### src/rtl/tmtc_pkg.sv
`default_nettype none
package tmtc_pkg;

	// Operand widths of the shared serial arithmetic units.
	localparam int MUL_A_W = 64;
	localparam int MUL_B_W = 48;
	localparam int MUL_P_W = MUL_A_W + MUL_B_W;
	localparam int DIV_N_W = 128;
	localparam int DIV_D_W = 64;

	localparam logic [1:0] CMD_APPEND     = 2'd0;
	localparam logic [1:0] CMD_TICK_TO_MS = 2'd1;
	localparam logic [1:0] CMD_MS_TO_TICK = 2'd2;

	localparam logic [1:0] STATUS_OK     = 2'd0;
	localparam logic [1:0] STATUS_REJECT = 2'd1;
	localparam logic [1:0] STATUS_EMPTY  = 2'd2;

	localparam logic REG_TPQ    = 1'b0;
	localparam logic REG_OFFSET = 1'b1;

	localparam logic [15:0] TPQ_RESET       = 16'd480;
	localparam logic [31:0] DEFAULT_BPM_Q16 = 32'd7864320;
	localparam logic [15:0] MS_PER_MINUTE   = 16'd60000;
	localparam logic [46:0] MS_MAX          = '1;
	localparam logic [30:0] TICK_MAX        = '1;
	// 60000 * 2^31 (half a tick in the scaled domain) and 60000 * 2^32.
	localparam logic [63:0] MS_HALF_TICK    = 64'h0000_7530_0000_0000;
	localparam logic [63:0] MS_TO_TICK_DIV  = 64'h0000_EA60_0000_0000;

	// Tempo times resolution; a tempo of zero stands for 120 BPM.
	function automatic logic [47:0] scale_of(input logic [31:0] bpm, input logic [15:0] tpq);
		logic [31:0] eff;
		eff = (bpm == '0) ? DEFAULT_BPM_Q16 : bpm;
		return 48'(eff) * 48'(tpq);
	endfunction

endpackage
`default_nettype wire

### src/rtl/tmtc_div.sv
`default_nettype none
module tmtc_div (
	input  logic                          clk,
	input  logic                          arst_n,
	input  logic                          start,
	input  logic [tmtc_pkg::DIV_N_W-1:0]  n,
	input  logic [tmtc_pkg::DIV_D_W-1:0]  d,
	output logic                          done,
	output logic [tmtc_pkg::DIV_N_W-1:0]  quotient
);
	import tmtc_pkg::*;

	// Restoring division, one quotient bit per cycle, most significant first.
	// The quotient bits shift into the numerator register as it empties.
	logic [DIV_N_W-1:0] n_q;
	logic [DIV_D_W-1:0] r_q;
	logic [DIV_D_W-1:0] d_q;
	logic [$clog2(DIV_N_W)-1:0] cnt_q;
	logic busy_q;
	logic done_q;
	logic [DIV_D_W:0] r_shift;
	logic [DIV_D_W:0] r_diff;
	logic fits;

	assign r_shift = {r_q, n_q[DIV_N_W-1]};
	assign r_diff  = r_shift - {1'b0, d_q};
	assign fits    = (r_shift >= {1'b0, d_q});

	always_ff @(posedge clk or negedge arst_n) begin
		if (!arst_n) begin
			busy_q <= 1'b0;
			done_q <= 1'b0;
			cnt_q  <= '0;
		end else begin
			done_q <= 1'b0;
			if (start) begin
				busy_q <= 1'b1;
				cnt_q  <= '1;
				n_q    <= n;
				r_q    <= '0;
				d_q    <= d;
			end else if (busy_q) begin
				r_q   <= fits ? r_diff[DIV_D_W-1:0] : r_shift[DIV_D_W-1:0];
				n_q   <= {n_q[DIV_N_W-2:0], fits};
				cnt_q <= cnt_q - 1'b1;
				if (cnt_q == '0) begin
					busy_q <= 1'b0;
					done_q <= 1'b1;
				end
			end
		end
	end

	assign done     = done_q;
	assign quotient = n_q;

endmodule
`default_nettype wire

### config.mk
export PLATFORM = sky130hd
export DESIGN_NAME = tmtc_div
export DESIGN_NICKNAME = d
export VERILOG_FILES = /design/src/rtl/tmtc_pkg.sv /design/src/rtl/tmtc_div.sv
export SDC_FILE = /design/constraint.sdc
export NUM_CORES = 1
export LEC_CHECK = 0
export BUFFER_PORTS_ARGS = -buffer_cell sky130_fd_sc_hd__buf_2
export CAP_MARGIN = 40
export CORE_MARGIN = 2
export CORE_UTILIZATION = 60
export CTS_BUF_LIST = sky130_fd_sc_hd__clkbuf_4 sky130_fd_sc_hd__clkbuf_8 sky130_fd_sc_hd__clkbuf_16
export CTS_CLUSTER_SIZE = 20
export DETAILED_ROUTE_END_ITERATION = 7
export PLACE_DENSITY = 0.89
export SLEW_MARGIN = 20
export SYNTH_ARGS = -nofsm -noshare
export SYNTH_HDL_FRONTEND = slang
export SYNTH_SLANG_ARGS = --single-unit
### constraint.sdc
create_clock -name clk -period 10.74 [get_ports clk]
set_input_delay 1.611 -clock clk [delete_from_list [all_inputs] [get_ports clk]]
set_output_delay 1.611 -clock clk [all_outputs]
set_load 0.05 [all_outputs]
# Yosys cells after proc, flatten, opt, wreduce, memory -nomap -nowiden
# Cells that the tools add are included.
[word_totals]
register_bits = 265
latch_bits = 0
ramBits = 0
mem_bits_ro = 0
in_bits = 195
mem_count = 0
[classes]
n_addsub = 2
mul = 0
div = 0
n_lt_le_gt_ge = 1
eq_ne = 0
n_shift = 0
n_mux = 12
bitwise = 0
n_reduce_logical = 4
[op_table]
columns = ["operator", "count"]
rows = [
  ["128-bit two-way mux", 2],
  ["64-bit two-way mux", 2],
  ["65-bit by 64-bit greater-or-equal comparator with 1-bit output", 1],
  ["64-bit subtractor", 1],
  ["7-bit two-way mux", 2],
  ["7-bit zero test", 1],
  ["7-bit by 1-bit subtractor with 7-bit output (second input constant)", 1],
  ["1-bit two-way mux", 6],
  ["2-bit AND reduction", 2],
  ["2-bit nonzero test", 1],
]

# Depth between registers and ports, before layout
[logic_depth]
ltp_word = 4
depth_mapped = 14
ltp_nobuf = 13

# Worst setup path before layout
# Ideal clock, no wire load.
[synth_timing]
path_kind = "input to register"
startpoint = "in start"
endpoint = "reg n_q[0], in the netlist quotient[0], enable pin"
setup_time_ns = 0.630
arrival_ns = 7.607
t_required_ns = 10.110
slack_ns = 2.504
cell_stages = 3
path_buffers = 1
path_cell_list = "clkbuf_1 nor2_1 nor2b_1"
[synth_between]
elab_chain_cells = 2
[synth_lines]
columns = ["element", "line", "text"]
rows = [
  ["start, declared", "tmtc_div.sv:5", "input logic start,"],
  ["2-bit nonzero test (no source line)", "n/a", ""],
  ["2-bit AND reduction (no source line)", "n/a", ""],
  ["end signal, assigned", "tmtc_div.sv:39", "n_q <= n;"],
  ["end signal, assigned", "tmtc_div.sv:44", "n_q <= {n_q[DIV_N_W-2:0], fits};"],
  ["end, declared", "tmtc_div.sv:15", "logic [DIV_N_W-1:0] n_q;"],
]
# Every way passes these cells.
# A chain may end at the register's enable or synchronous reset.

# Worst setup path in the final report
[layout_timing]
startpoint = "reg n_q[127], in the netlist quotient[127]"
endpoint = "reg r_q[56], data pin"
[layout_between]
elab_chain_cells = 3
[layout_lines]
columns = ["element", "line", "text"]
rows = [
  ["64-bit subtractor or 65-bit by 64-bit greater-or-equal comparator with 1-bit output (tied branches)", "tmtc_div.sv:26, tmtc_div.sv:27", ""],
  ["64-bit two-way mux *", "tmtc_div.sv:43", "r_q <= fits ? r_diff[DIV_D_W-1:0] : r_shift[DIV_D_W-1:0];"],
  ["64-bit two-way mux *", "tmtc_div.sv:42", "end else if (busy_q) begin"],
  ["end signal, assigned", "tmtc_div.sv:43", ""],
  ["end, declared", "tmtc_div.sv:16", "logic [DIV_D_W-1:0] r_q;"],
]
# Every way passes the cells marked *; elsewhere a longest branch is shown, timed or not.

==> impl_metrics.env <==
export IMPL_run_status="finished clean"
export IMPL_hold_buffers=0
export IMPL_dr_pass1_iters=7
export IMPL_finalHoldViolCount=0
export IMPL_post_synth_cell_area_avg_um2=11.4
export IMPL_synth_common_cells="256 x edfxtp_1, 128 x mux2_2, 126 x nor2_1"
export IMPL_fin_crit_ns=3.73
export IMPL_clockRootBuffer="clkbuf_16"
export IMPL_r2r_end="r_q[56]"
export IMPL_vias_per_cell=6.13
export IMPL_synth_area_um2=15500
export IMPL_fin_cells=2013
export IMPL_worstReg2RegStart="quotient[127]"
export IMPL_setup_ws_ns=7.01
export IMPL_cts_setup_buffers=0
export IMPL_yosysTopAreaCell="edfxtp_1"
export IMPL_die_area_um2=27100
export IMPL_clock_sinks=265
export IMPL_ys_ff_latch=265
export IMPL_fin_tns_setup_ns=0
export IMPL_maxCapViolCount=0
export IMPL_port_buffers=323
export IMPL_ys_flop_type="edfxtp_1"
export IMPL_worstRegToRegCells=13
export IMPL_synth_async_sr_flop_share_pct=3.40
export IMPL_crit_end="r_q[56]"
export IMPL_num_rows=58
export IMPL_critPathKind="flip-flop to flip-flop"
export IMPL_vias=12348
export IMPL_syn_nets=1626
export IMPL_start_util_pct=61.4
export IMPL_peakVddDrop_uv=165
export IMPL_crit_path_start="quotient[127]"
export IMPL_grt_pass1_wl_mm=66.2
export IMPL_ant_nets=0
export IMPL_ys_types=83
export IMPL_fin_crit_sh_pct=34.7
export IMPL_num_io_pins=324
export IMPL_synthCells=1364
export IMPL_hpwlAfterDp_mm=32.2
export IMPL_cts_buffer_depth=3
export IMPL_yosysSeqAreaShare_pct=51.0
export IMPL_dieWidth_um=165
export IMPL_drt_wl_total_mm=43.8
export IMPL_clk_pin_slew_ns=0.06
export IMPL_core_area_um2=25300
export IMPL_cts_buffers_inserted=27
export IMPL_gr_total_overflow=0
export IMPL_synth_area_leaders="edfxtp_1 50%, mux2_2 9.3%, ha_1 5.3%"
export IMPL_gp_congestion=0.928
export IMPL_crit_arrival_ns=4.01
export IMPL_whs_ns=0.525
export IMPL_grt_max_degree=87
export IMPL_area_growth_pct=17.1
export IMPL_p_leak_nw=7.52
export IMPL_grt_setup_unrepaired="no"
export IMPL_cts_resized=0
export IMPL_synth_top_area_share_pct=49.6
export IMPL_regToRegSetupSlack_ns=7.01
export IMPL_synth_most_common_cell="edfxtp_1"
export IMPL_fin_nets=1920
export IMPL_powerDensity_nw_per_um2=182
export IMPL_worstSetupEndpointType="flip-flop"
export IMPL_htree_levels=1
export IMPL_grtUsageTotal_pct=31.8
export IMPL_maxSlewViolCount=0
export IMPL_pre_cts_slack_ns=6.37
export IMPL_clk_latency_ns=0.56
export IMPL_path_max_fanout=4
export IMPL_crit_required_ns=11.02
export IMPL_hold_class="flip-flop to flip-flop"
export IMPL_drt_iter0_drc=1051
export IMPL_fmax_mhz=268
export IMPL_drc=0
export IMPL_synth_warnings=0
export IMPL_setup_viol=0
export IMPL_die_h_um=165
export IMPL_drive_gt1_share_pct=32.4
export IMPL_crit_path_start_kind="flip-flop"
export IMPL_place_inst=1956
export IMPL_grt_pass1_vias=12170
export IMPL_antenna_found_initial=11
export IMPL_tightest_slew_ns=0.715
export IMPL_fin_skew_ns=0.0141
export IMPL_cts_tree="done"
export IMPL_relSlewSlack_pct=52.4
export IMPL_synth_edf_count=256
export IMPL_wl_per_cell_um=21.7
[routing by layer]
metal	wire, µm	global-route usage (%)	vias to the layer above	share of wire [%]
met2	21300	53.7	582	49
met3	3890	8.16	140	8.9
met5	52	0	-	0.12
li1	-	-	5725	-
met1	16400	38.7	5891	37
met4	2130	13.7	10	4.9
[stage by stage]
| step | instance area [µm²] | total power (W) | utilization (%) |
|---|---|---|---|
| 6_report | 18200 | 0.00330 | 71.9 |
| 5_1_grt | 18200 | 0.00345 | 71.9 |
| 4_1_cts | 18100 | 0.00329 | 71.6 |
| 3_5_place_dp | 17200 | 0.00236 | 68.2 |
| 3_3_place_gp | 17200 | 0.00233 | 68.1 |
| 2_1_floorplan | 15500 | 0.00212 | - |
[area by class of cell]
type / instances / area (µm²)
diodes: 7 / 17.5
clock buffers: 35 / 736
clock inverters: 12 / 118
fillers: 1780 / 7090
inverters: 83 / 312
multi-input cells: 943 / 6850
flip-flops and latches: 265 / 7910
well taps: 330 / 413
repair buffers: 338 / 1800
[worst min path at each step]
stage | startpoint | to | depth (start not counted)
final | cnt_q[6] | cnt_q[6] | 2
after global routing | cnt_q[6] | cnt_q[6] | 2
after CTS | cnt_q[6] | cnt_q[6] | 2
after detailed placement | cnt_q[6] | cnt_q[6] | 2
after global placement | cnt_q[6] | cnt_q[6] | 2
after floorplan | cnt_q[6] | cnt_q[6] | 2
[worst max-delay path, cell delays in order (launching register included)]
cell	delay (ns)
edfxtp_1	0.37
inv_1	0.05
ha_1	0.22
fa_1	0.38
nor2b_1	0.22
o21ai_1	0.14
a2111o_1	0.49
a311oi_1	0.50
o31ai_1	0.16
a21oi_1	0.23
nor2b_1	0.15
o31ai_2	0.26
xnor2_1	0.18
o21ai_1	0.10
[sequential cells by signal, summed over array words and instances, names as in the netlist]
register / cells
busy_q: 1
d_q: 64
r_q: 64
quotient: 128
done: 1
cnt_q: 7
[where the power goes]
group          switching, W  internal [W]  total, W
Sequential        0.0000689       0.00126   0.00133
Clock              0.000401      0.000530  0.000931
Combinational      0.000657      0.000384   0.00104
Total               0.00113       0.00218   0.00330
[cells in the final DEF (no fill, tap or decap), types with 28 or more instances in the layout]
master and count:
buf_2 322, edfxtp_1 256, mux2_2 128, nor2_1 126, a21oi_1 115, inv_1 83
ha_1 66, nand2_1 63, o21ai_0 58, a211oi_1 45, xnor2_1 29, xor2_1 29
nor3_1 28, a21o_1 28
[cells by family (layout without fill, tap and decap cells)]
family	Yosys count	in the layout	synth area share, %
muxes	138	138	9.97
AOI/OAI and AO/OA	359	359	15.4
adders and majority gates	67	67	5.45
xor gates and xnor gates	58	58	3.28
and+or+nand+nor	321	321	9.98
other	0	7	0
DFF	265	265	51.0
buffers and inverters	156	468	4.88
Note: power is estimated with default switching activity, not from simulation.
