File: src/rtl/tmtc_pkg.sv
`default_nettype none
package tmtc_pkg;

	// Operand widths of the shared serial arithmetic units.
	localparam int MUL_A_W = 64;
	localparam int MUL_B_W = 48;
	localparam int MUL_P_W = MUL_A_W + MUL_B_W;
	localparam int DIV_N_W = 128;
	localparam int DIV_D_W = 64;

	localparam logic [1:0] CMD_APPEND     = 2'd0;
	localparam logic [1:0] CMD_TICK_TO_MS = 2'd1;
	localparam logic [1:0] CMD_MS_TO_TICK = 2'd2;

	localparam logic [1:0] STATUS_OK     = 2'd0;
	localparam logic [1:0] STATUS_REJECT = 2'd1;
	localparam logic [1:0] STATUS_EMPTY  = 2'd2;

	localparam logic REG_TPQ    = 1'b0;
	localparam logic REG_OFFSET = 1'b1;

	localparam logic [15:0] TPQ_RESET       = 16'd480;
	localparam logic [31:0] DEFAULT_BPM_Q16 = 32'd7864320;
	localparam logic [15:0] MS_PER_MINUTE   = 16'd60000;
	localparam logic [46:0] MS_MAX          = '1;
	localparam logic [30:0] TICK_MAX        = '1;
	// 60000 * 2^31 (half a tick in the scaled domain) and 60000 * 2^32.
	localparam logic [63:0] MS_HALF_TICK    = 64'h0000_7530_0000_0000;
	localparam logic [63:0] MS_TO_TICK_DIV  = 64'h0000_EA60_0000_0000;

	// Tempo times resolution; a tempo of zero stands for 120 BPM.
	function automatic logic [47:0] scale_of(input logic [31:0] bpm, input logic [15:0] tpq);
		logic [31:0] eff;
		eff = (bpm == '0) ? DEFAULT_BPM_Q16 : bpm;
		return 48'(eff) * 48'(tpq);
	endfunction

endpackage
`default_nettype wire

File: src/rtl/tmtc_mul.sv
`default_nettype none
module tmtc_mul (
	input  logic                          clk,
	input  logic                          arst_n,
	input  logic                          start,
	input  logic [tmtc_pkg::MUL_A_W-1:0]  a,
	input  logic [tmtc_pkg::MUL_B_W-1:0]  b,
	output logic                          done,
	output logic [tmtc_pkg::MUL_P_W-1:0]  product
);
	import tmtc_pkg::*;

	// Shift-and-add, one multiplier bit per cycle, least significant first.
	logic [MUL_B_W-1:0] hi_q;
	logic [MUL_A_W-1:0] lo_q;
	logic [MUL_B_W-1:0] b_q;
	logic [$clog2(MUL_A_W)-1:0] cnt_q;
	logic busy_q;
	logic done_q;
	logic [MUL_B_W:0] step_sum;

	assign step_sum = {1'b0, hi_q} + (lo_q[0] ? {1'b0, b_q} : '0);

	always_ff @(posedge clk or negedge arst_n) begin
		if (!arst_n) begin
			busy_q <= 1'b0;
			done_q <= 1'b0;
			cnt_q  <= '0;
		end else begin
			done_q <= 1'b0;
			if (start) begin
				busy_q <= 1'b1;
				cnt_q  <= '1;
				hi_q   <= '0;
				lo_q   <= a;
				b_q    <= b;
			end else if (busy_q) begin
				hi_q <= step_sum[MUL_B_W:1];
				lo_q <= {step_sum[0], lo_q[MUL_A_W-1:1]};
				cnt_q <= cnt_q - 1'b1;
				if (cnt_q == '0) begin
					busy_q <= 1'b0;
					done_q <= 1'b1;
				end
			end
		end
	end

	assign done    = done_q;
	assign product = {hi_q, lo_q};

endmodule
`default_nettype wire

File: config.mk
export PLATFORM = sky130hd
export DESIGN_NAME = tmtc_mul
export DESIGN_NICKNAME = d
export VERILOG_FILES = /design/src/rtl/tmtc_pkg.sv /design/src/rtl/tmtc_mul.sv
export SDC_FILE = /design/constraint.sdc
export NUM_CORES = 1
export LEC_CHECK = 0
export BUFFER_PORTS_ARGS = -buffer_cell sky130_fd_sc_hd__buf_2
export CAP_MARGIN = 25
export CORE_UTILIZATION = 49
export DETAILED_ROUTE_END_ITERATION = 7
export GPL_TIMING_DRIVEN = 0
export PLACE_DENSITY = 0.77
export SLEW_MARGIN = 0
export SYNTH_ARGS = -nofsm -noshare
export SYNTH_HDL_FRONTEND = slang
export SYNTH_SLANG_ARGS = --single-unit
File: constraint.sdc
create_clock -name clk -period 4.25 [get_ports clk]
set_input_delay 0.2125 -clock clk [delete_from_list [all_inputs] [get_ports clk]]
set_output_delay 0.2125 -clock clk [all_outputs]
set_load 0.1 [all_outputs]
-- After elaboration in Yosys (flattened, before gate mapping)
Index checks and enable logic that the tools add are counted.
- input bits: 115
- output and inout port bits: 113
- word-level logic and storage cells: 24
- register bits: 168
- muxes and demuxes: 12
- add/subtract/negate cells: 2
- reduce and logical (&&, ||, !) cells: 4
- operator list (cell ; number):
    $mux W64 ; 2
    $mux W48 ; 2
    $add A48 B48 Y49 ; 1
    $mux W6 ; 2
    $logic_not A6 Y1 ; 1
    $mux W1 ; 6
    $sub A6 B1 Y6 const B ; 1
    $reduce_and A2 Y1 ; 2
    $reduce_bool A2 Y1 ; 1

-- Logic depth before layout (Yosys ltp)
Gate-level depths: netlist (run 1).
- word-level depth: 4
- gate-level depth with buffers: 14
- gate-level depth less buffers: 12

-- Worst setup path before layout (run 1)
No wires, ideal clock.
- path type: input to register
- start: in start
- end: reg lo_q[0] (enable)
- arrival time: 3.642 ns
- stages on the path: 4
- required time: 3.757 ns
- buffers on the path: 2
- setup time: 0.493 ns
- path slack: 0.116 ns
- cells stage by stage: clkbuf_1 nor2_1 clkbuf_1 nor2b_1
- longest elaborated chain between the ends: 2
- ends and longest elaborated chain (item ; RTL line ; source):
    from (decl) ; tmtc_mul.sv:5 ; input logic start,
    $reduce_bool A2 Y1 (no line) ; - ;
    $reduce_and A2 Y1 (no line) ; - ;
    to (signal assigned) ; tmtc_mul.sv:39 ; lo_q <= {step_sum[0], lo_q[MUL_A_W-1:1]};
    to (decl) ; tmtc_mul.sv:15 ; logic [MUL_A_W-1:0] lo_q;
Every way passes these cells.
A chain may end at the register's enable or synchronous reset.

-- Worst setup path after layout (run 1)
- start: reg lo_q[0]
- end: reg hi_q[47] (data pin)
- longest elaborated chain between the ends: 3
- ends and longest elaborated chain (item ; RTL line ; source):
    $mux W48 ; tmtc_mul.sv:22 ; assign step_sum = {1'b0, hi_q} + (lo_q[0] ? {1'b0, b_q} : '0);
    $add A48 B48 Y49 ; tmtc_mul.sv:22 ;
    $mux W48 ; tmtc_mul.sv:37 ; end else if (busy_q) begin
    to (signal assigned) ; tmtc_mul.sv:38 ; hi_q <= step_sum[MUL_B_W:1];
    to (decl) ; tmtc_mul.sv:14 ; logic [MUL_B_W-1:0] hi_q;
Every way passes these cells.

==> run metrics, run 1 <==
Worst Path Arrival 4.10 ns; mux contribution to synthesized area 9.91%; initial core utilization 49.8%; H-Tree Depth 4; Synth Area in Adders 6.66%; top-area cell type share of the netlist area 49.5%; commonest cells in the netlist edfxtp_1, a21oi_1, mux2_2; clk_skew 0.0143 ns; RSZ-0062 raised after global routing no; WL per Instance 17.6 um; largest net degree at the start of global routing 39; core area 0.0195 mm2; met1 usage 30.4%; clock-pin slew on the worst setup and hold paths 0.09 ns; post-synthesis sequential area ratio 51.6%; Hold Vio Cnt, Final 0; clock root cell clkbuf_16; Distinct cells, synth 63; Slowest-stage cell, CP edfxtp_1; global-route wire length before repair 39.2 mm; largest area contributor in the netlist edfxtp_1; Placed Cells 1345; leakage power 5.27 nW; clock sink total 168; WHS 0.0644 ns; Total GRT Usage 25.2%; PD cells 448 mW/mm2; ys async rst share 4.76%; num rows 51; fin nets 1313; final non-filler cell total 1425; maximum clock rate 0.256 GHz; DIE WIDTH 143 um; CP Data Required Time 4.44 ns; MaxCap Viol Count 0; initial antenna violation count 0; min cycle time layout 3.91 ns; number of post-CTS setup repair buffers 0; largest family of logic cells by synthesized area simple AND/OR/NAND/NOR gates; via/cell ratio 5.46; Relative slew margins 50.6%; post-synthesis register bit count 168; Synth Area per Inst 11.4 um2; diode count 0; Post-Synthesis Cells 849; Die Y 143 um; Longest Clk Path Bufs 2; placement-stage worst setup slack 0.0812 ns; xor and xnor area share after synthesis 3.79%; DRC 0; DRT Pass-1 Iters 7; synth-to-layout area growth 27.7%; Worst Setup End Kind flop; post-route ant nets 0; grt ovf 0; critical path class flop to flop; CP max FO 13; M2 GR Usage 42.9%; Cell Area, Synth 0.00970 mm2; Post-synth top flop edfxtp_1; GP Congestion 0.930; min-delay worst type input pin to flop; GRT busiest layer met2; worst vdd ir 0.000273 V; final cycle utilization of the critical path 92.0%; TritonCTS Buffers 17; CTS tree yes; Vias 7785; Cell Chain, Critical Path clkbuf_2 > and2_1 > ha_1 > fa_1 > a21o_1 > a21oi_1 > o21ai_1 > a31oi_2 > o211ai_1 > and2_1 > a21oi_1 > nor2_1 > o21a_1; IO Port Bufs 227; clock latency on the worst-skew pair 0.44 ns; Simple-Gate Fraction of Synth Area 13.1%; Area contributors post-synth edfxtp_1, mux2_2, ha_1, and2_1, a21oi_1; final worst slack 0.339 ns; drt initial violations 575; share of cells above drive strength 1 29.7%; most common cell in the synthesized netlist edfxtp_1; Worst setup SP type flop; Worst-Margin Slew 0.740 ns; Compound-Gate Fraction of Synth Area 12.6%; Yosys Warn Count 0; number of flops mapped to enable cells by yosys 160; status finished, final reports clean; M3 GR Usage 7.34%; # setup viols final 0; number of global-route vias before repair 7674; Max stage delay on crit path 0.62 ns; top-level port count 228; die area 0.0204 mm2; Final HPWL DP 18.7 mm; Slew Limit Fails 0; Post-Route WL 25.1 mm; Mapped Nets 1015
[cells in the final DEF (no fill, tap or decap), types with 16 or more instances in the layout]
cell	Yosys	final
ha_1	50	50
nor3_1	16	16
clkbuf_16	0	17
clkbuf_1	33	31
buf_2	6	233
mux2_2	64	64
xnor2_1	24	24
edfxtp_1	160	160
xor2_1	18	18
dlygate4sd3_1	0	49
mux2i_1	24	24
a21o_1	20	20
o21ai_0	29	29
nor2_1	54	54
nand2_1	60	60
and2_1	53	52
a21oi_1	64	64
o21ai_1	18	18
nand3_1	16	16
[repair_timing]
item                       CTS  global route
resized for setup            0             3
hold buffers                49             0
setup endpoints to repair    0             7
hold endpoints to repair    49             0
[state kept, by name, indices dropped and copies added, names as in the netlist]
| signal | cells |
|---|---|
| b_q | 48 |
| cnt_q | 6 |
| done | 1 |
| busy_q | 1 |
| hi_q | 48 |
| lo_q | 64 |
[cell families (layout without fill, tap and decap cells)]
| kind of cell | Yosys count | after routing |
|---|---|---|
| AND/OR/NAND/NOR | 251 | 251 |
| AO/OA/AOI/OAI | 192 | 192 |
| multiplexers | 88 | 88 |
| flip-flops | 168 | 168 |
| XOR/XNOR | 42 | 42 |
| adder cells (fa/ha/maj) | 51 | 51 |
| buffers and inverters | 57 | 368 |
[path summary, 6_finish.rpt]
check	slack [ns]	endpoint	start	cells after the start
max	0.34	hi_q[47]$_SDFFCE_PP0P_	lo_q[0]$_DFFE_PP_	13
min	0.06	lo_q[50]$_DFFE_PP_	a[50]	2
max reg2reg	0.34	hi_q[47]$_SDFFCE_PP0P_	lo_q[0]$_DFFE_PP_	13
min reg2reg	0.57	cnt_q[4]$_DFFE_PN0N_	cnt_q[4]$_DFFE_PN0N_	2
max in group asynchronous	3.35	cnt_q[0]$_DFFE_PN0N_	arst_n	3
min in group asynchronous	0.30	done$_DFF_PN0_	arst_n	2
[report_power, final]
part | total (mW) | internal, mW | switching (mW)
Combinational | 1.87 | 0.516 | 1.36
Sequential | 2.09 | 2.00 | 0.0937
Clock | 1.58 | 0.804 | 0.779
Total | 5.55 | 3.32 | 2.23
[per-layer routing]
metal	up-vias	part of all wire (%)
li1	3766	-
met1	3660	42
met2	322	48
met3	37	7.3
met4	0	2.1
met5	-	0
[per-stage QoR]
step | utilization, % | total power, mW | cell area (um2) | TNS [ns]
after floorplan | - | 3.57 | 9700 | 0
after global placement | 57.4 | 3.92 | 11200 | -111.02
after detailed placement | 57.9 | 3.95 | 11300 | 0
after CTS | 63.7 | 5.56 | 12400 | 0
after global routing | 63.7 | 5.76 | 12400 | 0
final | 63.7 | 5.55 | 12400 | 0
[layout make-up]
| class | count | area (um2) |
|---|---|---|
| Timing Repair Buffer | 280 | 1720 |
| Clock buffer | 17 | 425 |
| Clock inverter | 15 | 200 |
| Sequential cell | 168 | 5000 |
| Tap cell | 265 | 332 |
| Fill cell | 1520 | 7070 |
| Buffer | 43 | 174 |
| Inverter | 13 | 48.8 |
| Multi-Input combinational cell | 624 | 4490 |
[worst max-delay path: cells and delay by family (launching register included)]
family,cells,cell delay (ns)
AOI/OAI and AO/OA,7,1.62
DFF,1,0.62
adders and majority gates,2,0.60
and+or+nand+nor,3,0.51
buffers and inverters,1,0.30
No activity file was read; power rests on OpenSTA's default activity.
==> run 2, diff against run 1 <==
--- a/config.mk
+++ b/config.mk
@@ -11,6 +11,8 @@
 export DETAILED_ROUTE_END_ITERATION = 7
 export GPL_TIMING_DRIVEN = 0
 export PLACE_DENSITY = 0.77
+export REMOVE_ABC_BUFFERS = 1
+export SKIP_LAST_GASP = 1
 export SLEW_MARGIN = 0
 export SYNTH_ARGS = -nofsm -noshare
 export SYNTH_HDL_FRONTEND = slang
==> run 2 against run 1 <==
- routed wire length down 4.8%
- total power down 0.22%
- register-to-register slack lost 0.02 ns
- critical endpoint is now hi_q[44]$_SDFFCE_PP0P_
- maximum frequency is 0.49% lower
- clock skew rose by 0.0036 ns
- clock-buffer cell count unchanged
- via count down 1.9%
==> run metrics, run 2 (synthesis gave the netlist of run 1 again) <==
area of the multi-input gates 0.00449 mm2; Worst setup SP type flop; MaxCap Viol Count 0; Slew Limit Fails 0; most frequent cells in the layout buf_2, edfxtp_1, mux2_2; Regs by FF count lo_q: 64 flops, b_q: 48 flops, hi_q: 48 flops; core area 0.0195 mm2; clock root cell clkbuf_16; Worst Path Arrival 4.08 ns; worst vdd ir 0.000259 V; WL per Instance 17.3 um; Hold Vio Cnt, Final 0; WHS 0.0698 ns; min-delay worst type input pin to flop; clock-pin slew on the worst setup and hold paths 0.08 ns; Relative slew margins 33.5%; leakage power 5.23 nW; fin nets 1274; CP Data Required Time 4.40 ns; post-route ant nets 0; Vias 7635; initial core utilization 49.8%; min cycle time layout 3.93 ns; clock latency on the worst-skew pair 0.44 ns; critical path class flop to flop; share of cells above drive strength 1 30.7%; via/cell ratio 5.51; final cycle utilization of the critical path 92.5%; DRC 0; Worst Setup End Kind flop; Die Y 143 um; max FFs per register 64; CP max FO 18; initial antenna violation count 0; GP Congestion 0.913; number of global-route vias before repair 7518; top-level port count 228; diode count 0; synth-to-layout area growth 26.6%; Final Power 5.53 mW; most common cell after layout, fill and taps aside buf_2; # setup viols final 0; global-route wire length before repair 37.7 mm; Cell Chain, Critical Path buf_8 > and2_1 > ha_1 > nand2_1 > nor3_1 > o21ai_0 > a31oi_1 > a21oi_1 > o41a_1 > o211ai_1 > xnor2_1 > o21ai_1; IO Port Bufs 227; Max stage delay on crit path 0.68 ns; drt initial violations 521; clock sink total 168; Slowest-stage cell, CP edfxtp_1; H-Tree Depth 4; DRT Pass-1 Iters 6; final worst slack 0.319 ns; PD cells 450 mW/mm2; TritonCTS Buffers 17; Layout fillers 1534; grt ovf 0; num rows 51; Reg with most FFs lo_q; clk_skew 0.0180 ns; DIE WIDTH 143 um; Total GRT Usage 24.0%; CTS tree yes; status finished, final reports clean; RSZ-0062 raised after global routing no; Longest Clk Path Bufs 2; die area 0.0204 mm2; Final HPWL DP 17.0 mm; largest net degree at the start of global routing 66; Sequential Area 0.00501 mm2; maximum clock rate 0.254 GHz; Post-Route WL 23.9 mm; placement-stage worst setup slack -0.0307 ns; Worst-Margin Slew 0.998 ns
-- run 2: cell count changes in the layout (fill, tap and decap cells not counted), moves of 2 or more --
cell | before | now
buf_1 | 4 | 0
buf_16 | 2 | 4
buf_2 | 233 | 226
clkbuf_1 | 31 | 0
clkinv_8 | 8 | 1
inv_6 | 0 | 5
inv_8 | 4 | 6
-- run 2: what timing repair did --
item,CTS,global route
resized for setup,0,2
hold buffers,48,0
endpoints found under the setup margin,3,3
hold endpoints to repair,48,0
setup buffers,1,0
-- run 2: path summary, 6_finish.rpt --
path / from / end / slack (ns) / cells past startpoint
max reg2reg: lo_q[0]$_DFFE_PP_ / hi_q[44]$_SDFFCE_PP0P_ / 0.32 / 12
min in group asynchronous: arst_n / cnt_q[4]$_DFFE_PN0N_ / 0.43 / 2
max: lo_q[0]$_DFFE_PP_ / hi_q[44]$_SDFFCE_PP0P_ / 0.32 / 12
max in group asynchronous: arst_n / busy_q$_DFF_PN0_ / 3.66 / 2
min: a[52] / lo_q[52]$_DFFE_PP_ / 0.07 / 2
min reg2reg: cnt_q[1]$_DFFE_PN0N_ / cnt_q[1]$_DFFE_PN0N_ / 0.57 / 2
-- run 2: per-layer routing --
layer / wire [um] / vias to the layer above / track usage, %
met5: 0 / - / 0
met4: 542 / 0 / 7.13
met3: 1750 / 43 / 6.51
met2: 11600 / 326 / 41.0
met1: 10000 / 3580 / 29.6
li1: - / 3686 / -
-- run 2: through the flow --
stage | instances | utilization (%) | area, um2 | setup TNS, ns
floorplan | 805 | - | 9520 | -62.82
global placement | 1297 | 56.5 | 11000 | -241.56
global route | 1386 | 63.1 | 12300 | 0
finish | 1386 | 63.1 | 12300 | 0
CTS | 1386 | 63.1 | 12300 | 0
detailed placement | 1305 | 57.5 | 11200 | -0.0664
-- run 2: area by class of cell --
class                      instances  share of cell area (%)
tap                              265                    2.70
inverter                          13                   0.397
sequential                       168                    40.7
clock inverter                    15                    1.39
multi-input combinational        624                    36.6
timing repair buffer             284                    14.7
clock buffer                      17                    3.46
-- run 2: critical path: cells and delay by family (launching register included) --
family | cells | cell delay (ns)
flops | 1 | 0.68
fa+ha+maj | 1 | 0.40
compound gates | 6 | 1.65
xor+xnor | 1 | 0.17
buf+inv | 1 | 0.27
simple gates | 3 | 0.48
-- run 2: power breakdown --
group | switching [mW] | internal, mW
clock network | 0.739 | 0.844
registers | 0.0898 | 2.00
logic | 1.35 | 0.517
total | 2.17 | 3.36
==> run 3, diff against run 2 <==
==> constraint.sdc (replaced) <==
create_clock -name clk -period 3.44 [get_ports clk]
set_input_delay 0.172 -clock clk [delete_from_list [all_inputs] [get_ports clk]]
set_output_delay 0.172 -clock clk [all_outputs]
set_load 0.1 [all_outputs]
==> run 3 against run 2 <==
- clock power grew 24%
- register-to-register slack lost 0.24 ns
- via count grew 0.63%
- non-clock buffer count grew 4
- sequential power grew 23%
- combinational power grew 26%
- clock skew shrank 0.00066 ns
- setup slack lost 0.24 ns
- sequential share of layout area shrank 0.39 points
- routed wire length grew 1.5%
- critical path depth is the same
- critical path type unchanged
- largest cell class unchanged
==> run metrics, run 3 (synthesis gave the netlist of run 1 again) <==
placement-stage worst setup slack -0.841 ns; r2r worst-path depth 12; r2r endpoint hi_q[45]$_SDFFCE_PP0P_; fin area 0.0124 mm2; Vias 7683; Regs by FF count lo_q: 64 flops, b_q: 48 flops, hi_q: 48 flops; WL per Instance 17.5 um; min cycle time layout 3.36 ns; synth-to-layout area growth 27.9%; most frequent cells in the layout buf_2, edfxtp_1, mux2_2; final cycle utilization of the critical path 97.8%; share of cells above drive strength 1 32.3%; Relative slew margins 32.7%; MaxCap Viol Count 0; post-route ant nets 0; die area 0.0204 mm2; maximum clock rate 0.297 GHz; Hold Vio Cnt, Final 0; IO Port Bufs 227; clock sink total 168; Total GRT Usage 24.1%; Placed Area 0.0112 mm2; initial antenna violation count 0; max FFs per register 64; H-Tree Depth 4; DRC 0; Worst Setup End Kind flop; fin nets 1278; Die Y 143 um; status finished, final reports clean; largest net degree at the start of global routing 66; reg-to-reg slack, setup 0.08 ns; Reg with most FFs lo_q; r2r startpoint lo_q[0]$_DFFE_PP_; drt initial violations 535; CP Data Required Time 3.62 ns; global-route wire length before repair 37.9 mm; CP max FO 9; Worst Path Arrival 3.54 ns; number of global-route vias before repair 7515; via/cell ratio 5.53; clock latency on the worst-skew pair 0.44 ns; clock-pin slew on the worst setup and hold paths 0.08 ns; GP Congestion 0.913; DRT Pass-1 Iters 5; Post-Route WL 24.3 mm; Final HPWL DP 17.0 mm; final worst slack 0.0760 ns; Worst setup SP type flop; Slew Limit Fails 0; final core utilization 63.7%; core area 0.0195 mm2; Hold Crit Depth 2; Longest Clk Path Bufs 2; num rows 51; worst vdd ir 0.000318 V; TritonCTS Buffers 17; PD cells 554 mW/mm2; WHS 0.0321 ns; # setup viols final 0; min-delay worst type input pin to flop; RSZ-0062 raised after global routing yes; CTS tree yes; Placed Cells 1305; top-level port count 228; final non-filler cell total 1390; leakage power 5.26 nW; grt ovf 0; most common cell after layout, fill and taps aside buf_2; Hold Crit Start a[15]; DIE WIDTH 143 um; clk_skew 0.0173 ns; diode count 0; initial core utilization 49.8%; critical path class flop to flop; clock root cell clkbuf_16; Worst-Margin Slew 1.01 ns; Hold Crit Endpoint lo_q[15]$_DFFE_PP_
[run 3: cell types whose count changed in the layout (fill, tap and decap cells not counted), sizes merged]
cell / delta
buf: +4
[run 3: how the worst max path moves through the flow]
stage,slack [ns],from,to,depth (start not counted)
5_1_grt,-0.08,lo_q[0]$_DFFE_PP_,hi_q[45]$_SDFFCE_PP0P_,12
3_3_place_gp,-4.55,start,lo_q[18]$_DFFE_PP_,3
2_1_floorplan,-1.79,busy_q$_DFF_PN0_,lo_q[0]$_DFFE_PP_,2
3_5_place_dp,-0.84,lo_q[0]$_DFFE_PP_,hi_q[47]$_SDFFCE_PP0P_,13
6_report,0.08,lo_q[0]$_DFFE_PP_,hi_q[45]$_SDFFCE_PP0P_,12
4_1_cts,0.004,lo_q[0]$_DFFE_PP_,hi_q[44]$_SDFFCE_PP0P_,12
[run 3: through the flow]
step	TNS, ns	power [mW]
floorplan	-119.77	4.39
global placement	-340.82	4.82
global route	-0.240	7.14
CTS	0	6.89
detailed placement	-13.01	4.86
finish	0	6.88
[run 3: where the power goes]
part	leakage [nW]	total (mW)	switching (mW)	internal, mW
registers	1.64	2.58	0.109	2.47
clock network	0.295	1.96	0.912	1.04
logic	3.32	2.34	1.69	0.656
total	5.26	6.88	2.71	4.17
[run 3: layout make-up]
cell class | count | area [um2]
fillers | 1516 | 7060
flip-flops and latches | 168 | 5010
multi-input cells | 624 | 4580
repair buffers | 288 | 1850
clock buffers | 17 | 425
well taps | 265 | 332
clock inverters | 15 | 170
inverters | 13 | 48.8
[run 3: metal layers]
metal | global-route usage (%) | vias up | part of all wire (%)
li1 | - | 3688 | -
met1 | 29.8 | 3656 | 42
met2 | 41.3 | 304 | 49
met3 | 6.47 | 35 | 6.7
met4 | 6.85 | 0 | 1.9
met5 | 0 | - | 0
[run 3: what timing repair did]
item,in CTS,in global routing
setup buffers,5,0
setup endpoints to repair,32,11
endpoints found under the hold margin,48,0
gates resized for setup,10,12
pin swaps,2,3
hold buffers,48,0
[run 3: worst max-delay path: stages (launching register included)]
cell and delay (ns):
edfxtp_1 0.44, buf_6 0.18, buf_4 0.17, and2_1 0.17
ha_4 0.29, nand4_1 0.09, or2_0 0.25, or3_1 0.30
or3_4 0.35, a211oi_4 0.26, nor2b_2 0.10, o2111a_1 0.24
a221o_1 0.25
